`config.mk`:
```
export PLATFORM = sky130hd
export DESIGN_NAME = bba_ctrl
export DESIGN_NICKNAME = d
export VERILOG_FILES = /design/src/sv/bba_pkg.sv /design/src/sv/bba_ctrl.sv
export SDC_FILE = /design/constraint.sdc
export NUM_CORES = 1
export LEC_CHECK = 0
export BUFFER_PORTS_ARGS = -buffer_cell sky130_fd_sc_hd__buf_2
export CAP_MARGIN = 20
export CORE_AREA = 8 8 45 47
export DETAILED_ROUTE_END_ITERATION = 6
export DIE_AREA = 0 0 53 55
export PLACE_DENSITY = 0.52
export SLEW_MARGIN = 0
export SYNTH_ARGS = -nofsm -noshare
export SYNTH_HDL_FRONTEND = slang
export SYNTH_SLANG_ARGS = --single-unit
```
`constraint.sdc`:
```
create_clock -name clk_i -period 1.6 [get_ports clk_i]
set_input_delay 0.48 -clock clk_i [delete_from_list [all_inputs] [get_ports clk_i]]
set_output_delay 0.48 -clock clk_i [all_outputs]
set_load 0.005 [all_outputs]
```
`src/sv/bba_pkg.sv`:
```
// Shared types and constants for the block bitmap allocator.
// Used by the controller, the datapath and the top level; depends on nothing.
package bba_pkg;

  // Request codes carried on req_type
  typedef enum logic [1:0] {
    REQ_QUERY     = 2'd0,
    REQ_FIND      = 2'd1,
    REQ_MARK_USED = 2'd2,
    REQ_MARK_FREE = 2'd3
  } req_e;

  // Controller states
  typedef enum logic [2:0] {
    ST_CLEAR,
    ST_IDLE,
    ST_OP_RD,
    ST_OP_WR,
    ST_SCAN_RD,
    ST_SCAN_CHK
  } state_e;

  // Map word geometry: eight bytes per memory word
  localparam int unsigned WORD_BYTES  = 8;
  localparam int unsigned WORD_BITS   = WORD_BYTES * 8;
  // Words reachable by a 15-bit block number (4096 bytes)
  localparam int unsigned IDX_WORDS   = 512;
  // Limit arithmetic width, wide enough for any map size
  localparam int unsigned LIM_W       = 17;
  localparam logic [7:0]  FULL_BYTE   = 8'hFF;
  localparam logic [3:0]  MAP_SECT_RST = 4'd7;

  // Controller to datapath commands
  typedef struct packed {
    logic load;        // latch request, rewind scan pointer
    logic clr_step;    // zero one word of the map, advance clear pointer
    logic op_read;     // read the word holding the latched block
    logic op_finish;   // produce query/mark result, write back a mark
    logic scan_read;   // read the word at the scan pointer
    logic scan_next;   // advance the scan pointer
    logic find_done;   // produce the find result
    logic find_hit;    // find result reports a free block
  } ctrl_cmd_t;

  // Datapath to controller status
  typedef struct packed {
    logic clr_last;    // clear pointer on the last word
    logic start_find;  // request on the input ports is a find
    logic idx_err;     // latched block lies beyond the map in use
    logic scan_in_rng; // scan pointer below the map in use
    logic scan_hit;    // read word holds a byte with a free bit
  } dp_status_t;

endpackage

```
`src/sv/bba_ctrl.sv`:
```
// Controller state machine for the block bitmap allocator.
// Depends on bba_pkg; drives the datapath through ctrl_cmd_t only.
module bba_ctrl (
  input  logic                clk_i,
  input  logic                rst_ni,
  input  logic                start,
  output logic                busy,
  input  bba_pkg::dp_status_t status_i,
  output bba_pkg::ctrl_cmd_t  cmd_o
);

  bba_pkg::state_e state_q, state_d;

  // State register
  always_ff @(posedge clk_i or negedge rst_ni) begin
    if (!rst_ni) begin
      state_q <= bba_pkg::ST_CLEAR;
    end else begin
      state_q <= state_d;
    end
  end

  // Next state
  always_comb begin
    state_d = state_q;
    case (state_q)
      bba_pkg::ST_CLEAR: begin
        if (status_i.clr_last) state_d = bba_pkg::ST_IDLE;
      end
      bba_pkg::ST_IDLE: begin
        if (start) begin
          state_d = status_i.start_find ? bba_pkg::ST_SCAN_RD : bba_pkg::ST_OP_RD;
        end
      end
      bba_pkg::ST_OP_RD: begin
        state_d = status_i.idx_err ? bba_pkg::ST_IDLE : bba_pkg::ST_OP_WR;
      end
      bba_pkg::ST_OP_WR: begin
        state_d = bba_pkg::ST_IDLE;
      end
      bba_pkg::ST_SCAN_RD: begin
        state_d = status_i.scan_in_rng ? bba_pkg::ST_SCAN_CHK : bba_pkg::ST_IDLE;
      end
      bba_pkg::ST_SCAN_CHK: begin
        state_d = status_i.scan_hit ? bba_pkg::ST_IDLE : bba_pkg::ST_SCAN_RD;
      end
      default: begin
        state_d = bba_pkg::ST_CLEAR;
      end
    endcase
  end

  // Commands
  always_comb begin
    cmd_o = '0;
    busy  = 1'b1;
    case (state_q)
      bba_pkg::ST_CLEAR: begin
        cmd_o.clr_step = 1'b1;
      end
      bba_pkg::ST_IDLE: begin
        busy       = 1'b0;
        cmd_o.load = start;
      end
      bba_pkg::ST_OP_RD: begin
        // out-of-range index finishes at once with the error flag
        cmd_o.op_read   = !status_i.idx_err;
        cmd_o.op_finish = status_i.idx_err;
      end
      bba_pkg::ST_OP_WR: begin
        cmd_o.op_finish = 1'b1;
      end
      bba_pkg::ST_SCAN_RD: begin
        cmd_o.scan_read = status_i.scan_in_rng;
        cmd_o.find_done = !status_i.scan_in_rng;
      end
      bba_pkg::ST_SCAN_CHK: begin
        cmd_o.find_done = status_i.scan_hit;
        cmd_o.find_hit  = status_i.scan_hit;
        cmd_o.scan_next = !status_i.scan_hit;
      end
      default: begin
        cmd_o = '0;
      end
    endcase
  end

endmodule

```
==> results.toml, run 1 <==
[drt]
post-route-drc-count = 0
wl_met3_um = 33
routed_via_density = 4.35
met2WireLength_um = 512
drt-met1-wl_um = 390
num_vias = 344
ant_nets = 0
first_pass_iters = 2
wl_um = 947
drt_iter0_drc = 2
top_layer = "met4"
wl_per_cell_um = 12.0

[timing]
finalWorstPathRequiredPeriod_ns = 1.61
max_freq_ghz = 0.621
maxSlewHeadroom_pct = 87.3
worst_pin_slew_ns = 0.190
post-route-period-util_pct = 101
setup_slack_ns = -0.0112
drv_slew = 0
hold_viol = 0
setup_viol = 2
finClkSkew_ns = 0.00193
whs_ns = 0.0273
rsz0062_at_grt = "yes"

[layout]
final_cells = 79
largestRegisters = "state_q (3)"
post_route_cells_drive_above_1_share_pct = 68.3
final_area_um2 = 514
largest_register_ffs = 3
area_growth_pct = 102
top_register = "state_q"
antenna_cells = 0
nets = 72

[floorplanning]
coreArea_um2 = 1380
rows = 14
die_area_um2 = 2920
die_y_um = 55
dieWidth_um = 53
start_util_pct = 18.4
ioPinCount = 17

[setup_path]
crit_start = "state_q[0]"
crit_type = "reg2out"
crit_end = "cmd_o[1]"
required_ns = 1.12
r2r_cells = 4
r2r-start = "state_q[2]"
worst_path_largest_cell_delay_ns = 0.44
crit_chain = "nor2b_4, nor3_2, buf_2"
end_kind = "primary output"
critPathSlowestCell = "dfrtp_2"
r2r-end = "state_q[2]"
arrival_ns = 1.13
r2r_setup_slack_ns = 0.13
crit_path_max_fanout = 6
worst_setup_path_start_kind = "flip-flop"

[yosys]
synth_area_um2 = 254
synthCells = 35
synth_commonest_cells = "nor2_1, nor3_1, dfrtp_1, nand2_1, nand2b_1"
yosys.area.top_type = "dfrtp_1"
ys_seq_area_share_pct = 29.6
synthFlopType = "dfrtp_1"
synth_edf_count = 0
ys_seq_elements = 3
synth_warnings = 0
synth_top_area_share_pct = 29.6
avgSynthCellArea_um2 = 7.26
syn-num-nets = 43
ys_top_cells_by_area = "dfrtp_1, nor3_1, nand2b_1"
synth_most_common_cell = "nor2_1"
synth.distinct_cells = 19
async_reset_ff_share_pct = 100

[clocking]
clockRootBuffer = "clkbuf_4"
clock-sinks = 3
ctsHtreeMaxLevel = 1
clkTransAtPathRegs_ns = 0.04
tritoncts = "built"
insertion_delay_ns = 0.24
numCtsBuffers = 3
cts_buffer_depth = 2

[pwr]
intPower_mw = 0.551
p_sw_mw = 0.348
p_clk_share_pct = 15.2
finalPower_mw = 0.899
p_sw_share_pct = 38.8
ir_worst_vdd_mv = 0.601
comb_power_share_pct = 65.0
power_density_nw_per_um2 = 1750
leakage_nw = 0.268
share_seq_of_total_power_pct = 19.7

[place]
dpl_cell_area_um2 = 354
place_inst = 67
dp_hpwl_um = 636
gp_congestion = 0.791
io_buffers = 16

[grt]
grt_antenna_before_repair = 0
grt-ovfl-total = 0
first_global_vias = 381
grt_pass1_wl_mm = 1.58
grt_max_degree = 7
track_usage_pct = 7.44

[job]
cap_violations = 0

[status]
violations = "setup timing"
status = "complete, but fails checks"

[hold_path]
hold_path.class = "in2async"
## layout make-up
| cell class | count | area (um^2) |
|---|---|---|
| multi-input cells | 27 | 205 |
| well taps | 16 | 20.0 |
| clock buffers | 4 | 26.3 |
| inverters | 3 | 11.3 |
| flip-flops and latches | 3 | 78.8 |
| fillers | 159 | 870 |
| repair buffers | 26 | 173 |
## worst max-delay path: cells and delay by family (launching register included)
kind | cells | cell delay (ns)
buffers and inverters | 1 | 0.14
DFF | 1 | 0.44
and+or+nand+nor | 2 | 0.31
## cells in the final DEF (no fill, tap or decap), types with 2 or more instances in the layout
cell	n
buf_6	2
nand2_1	3
inv_1	2
nand2b_4	2
buf_4	6
a21oi_1	2
clkbuf_4	3
nor3_2	3
buf_2	17
nor2b_4	2
dfrtp_2	3
nor2_1	4
## cell families after synthesis
| logic type | Yosys count | share of synthesized area [%] |
|---|---|---|
| compound gates | 6 | 17.7 |
| buf+inv | 5 | 10.3 |
| simple gates | 21 | 42.4 |
| flops | 3 | 29.6 |
## stage by stage
step	setup slack [ns]	setup TNS (ns)	utilization [%]
after floorplan	0.247	0	-
after detailed placement	0.0656	0	25.6
after CTS	-0.00186	-0.00186	35.7
after global routing	-0.0699	-0.307	37.2
final	-0.0112	-0.0120	37.2
after global placement	0.101	0	25.6
## power by group through the flow
stage | Combinational (mW) | Clock, mW | Sequential [mW]
3_3_place_gp | 0.340 | 0 | 0.169
3_5_place_dp | 0.343 | 0 | 0.167
5_1_grt | 0.633 | 0.141 | 0.186
2_1_floorplan | 0.257 | 0 | 0.130
6_report | 0.585 | 0.137 | 0.177
4_1_cts | 0.550 | 0.141 | 0.177
## repair_timing
item	in CTS	in global routing
endpoints found under the setup margin	8	8
hold endpoints to repair	0	0
gates resized for setup	16	1
hold buffers	0	0
pin swaps	2	1
setup buffers	6	2
## how the worst min path moves through the flow
stage	to	slack (ns)
floorplan	state_q[0]	0.18
global placement	state_q[1]	0.28
detailed placement	state_q[1]	0.28
CTS	state_q[0]	0.02
global route	state_q[0]	0.03
finish	state_q[0]	0.03
## routing by layer
metal / vias to the layer above / GRT usage [%]
li1: 174 / -
met5: - / 0
met4: 0 / 6.47
met3: 2 / 2.41
met2: 10 / 12.9
met1: 158 / 7.02
Note: power is estimated with default switching activity, not from simulation.
==> inputs of run 2 (changes only) <==
--- a/config.mk
+++ b/config.mk
@@ -11,6 +11,7 @@
 export DETAILED_ROUTE_END_ITERATION = 6
 export DIE_AREA = 0 0 53 55
 export PLACE_DENSITY = 0.52
+export SETUP_SLACK_MARGIN = 0.2
 export SLEW_MARGIN = 0
 export SYNTH_ARGS = -nofsm -noshare
 export SYNTH_HDL_FRONTEND = slang
==> constraint.sdc (replaced) <==
create_clock -name clk_i -period 1.5 [get_ports clk_i]
set_input_delay 0.45 -clock clk_i [delete_from_list [all_inputs] [get_ports clk_i]]
set_output_delay 0.45 -clock clk_i [all_outputs]
set_load 0.005 [all_outputs]
==> run 2 against run 1 <==
  * The run still ends with setup timing left
  * Global-route usage decreased by 0.22 points
  * Power increased by 9.4%
  * Critical endpoint unchanged
  * Sequential share of layout area shrank 0.88 points
  * Largest power group unchanged
  * Clock-buffer cell count unchanged
  * Largest cell class unchanged
  * Highest routed layer unchanged
==> results.toml, run 2 (synthesis gave the netlist of run 1 again) <==
[status]
status = "complete, but fails checks"
violations = "setup timing"

[drt]
first_pass_iters = 2
wl_per_cell_um = 11.4
num_vias = 350
wl_um = 934
post-route-drc-count = 0
ant_nets = 0
drt_iter0_drc = 2
routed_via_density = 4.27

[place]
io_buffers = 16
place_inst = 67
gp_congestion = 0.742
dp_hpwl_um = 615
preCtsSetupSlack_ns = 0.0337

[layout]
post_route_cells_drive_above_1_share_pct = 71.2
largest_register_ffs = 3
final_common_cell = "buf_2"
top_register = "state_q"
area_growth_pct = 115
nets = 75
final_util_pct = 39.4
final_cells = 82
layout_common_cells = "buf_2, buf_4, nor2_1, buf_6"
antenna_cells = 0
largestRegisters = "state_q (3)"

[grt]
grt-ovfl-total = 0
grt_use_met3_pct = 3.48
grt_antenna_before_repair = 0
met1_usage_pct = 7.63
grt_max_degree = 8
busiest_layer = "met2"
grt_use_met2_pct = 11.1
track_usage_pct = 7.22
grt_pass1_wl_mm = 1.50
first_global_vias = 368

[setup_path]
worst_setup_path_start_kind = "flip-flop"
required_ns = 1.05
critPathSlowestCell = "dfrtp_2"
r2r-start = "state_q[2]"
r2r_cells = 4
crit_path_max_fanout = 7
crit_type = "reg2out"
worst_path_largest_cell_delay_ns = 0.42
arrival_ns = 1.14
crit_chain = "and2b_2, nor3_2, buf_2"
r2r-end = "state_q[2]"
r2r_setup_slack_ns = 0.11
end_kind = "primary output"

[job]
cap_violations = 0

[pwr]
ir_worst_vdd_mv = 0.652
power_density_nw_per_um2 = 1800
leakage_nw = 0.279

[timing]
maxSlewHeadroom_pct = 87.5
rsz0062_at_grt = "yes"
finalWorstPathRequiredPeriod_ns = 1.59
whs_ns = 0.530
setup_slack_ns = -0.0893
setup_viol = 9
hold_viol = 0
post-route-period-util_pct = 106
drv_slew = 0
worst_pin_slew_ns = 0.187
finClkSkew_ns = 0.00342
tns_ns = -0.482
max_freq_ghz = 0.629

[clocking]
clockRootBuffer = "clkbuf_4"
tritoncts = "built"
clkTransAtPathRegs_ns = 0.04
numCtsBuffers = 3
clock-sinks = 3
insertion_delay_ns = 0.24
ctsHtreeMaxLevel = 1
cts_buffer_depth = 2

[floorplanning]
die_area_um2 = 2920
dieWidth_um = 53
ioPinCount = 17
die_y_um = 55
coreArea_um2 = 1380
start_util_pct = 18.4
rows = 14

[hold_path]
hold_path.class = "in2async"
==> run 2: worst max path at each step <==
stage | start | endpoint | slack (ns) | depth (start not counted)
2_1_floorplan | state_q[0] | cmd_o[1] | 0.21 | 3
3_3_place_gp | status_i[1] | cmd_o[1] | 0.06 | 4
4_1_cts | state_q[0] | cmd_o[7] | -0.08 | 4
5_1_grt | state_q[0] | cmd_o[1] | -0.14 | 3
3_5_place_dp | status_i[1] | cmd_o[1] | 0.03 | 4
6_report | state_q[0] | cmd_o[1] | -0.09 | 3
==> run 2: layout make-up <==
class,count,area [um^2]
sequential,3,78.8
fill,148,838
clock buffer,4,26.3
tap,16,20.0
timing repair buffer,29,198
inverter,3,11.3
multi-input combinational,27,211
==> run 2: critical path, delay by kind of cell, from the launching register on <==
| kind | cells | cell delay (ns) |
|---|---|---|
| buffers and inverters | 1 | 0.13 |
| flip-flops | 1 | 0.42 |
| AND/OR/NAND/NOR | 2 | 0.35 |
==> run 2: through the flow <==
step                power (mW)  cell area, um^2
global placement         0.548              362
global route              1.07              546
detailed placement       0.551              362
floorplan                0.422              262
finish                   0.984              546
CTS                      0.972              526
==> run 2: what timing repair did <==
| action | in CTS | in global routing |
|---|---|---|
| endpoints found under the setup margin | 10 | 10 |
| gates cloned | 0 | 0 |
| buffers inserted | 9 | 1 |
| resized for setup | 16 | 3 |
| pin swaps | 7 | 3 |
| hold endpoints to repair | 1 | 0 |
| hold buffers | 1 | 0 |
==> run 2: per-layer routing <==
layer,up-vias,part of all wire (%)
met5,-,0
met4,0,2.1
met3,2,4.1
met2,12,50
met1,156,44
li1,180,-
==> run 2: where the power goes <==
group | internal, mW | leakage (nW) | switching [mW]
Sequential | 0.121 | 0.0342 | 0.0772
Clock | 0.100 | 0.0150 | 0.0467
Combinational | 0.393 | 0.230 | 0.246
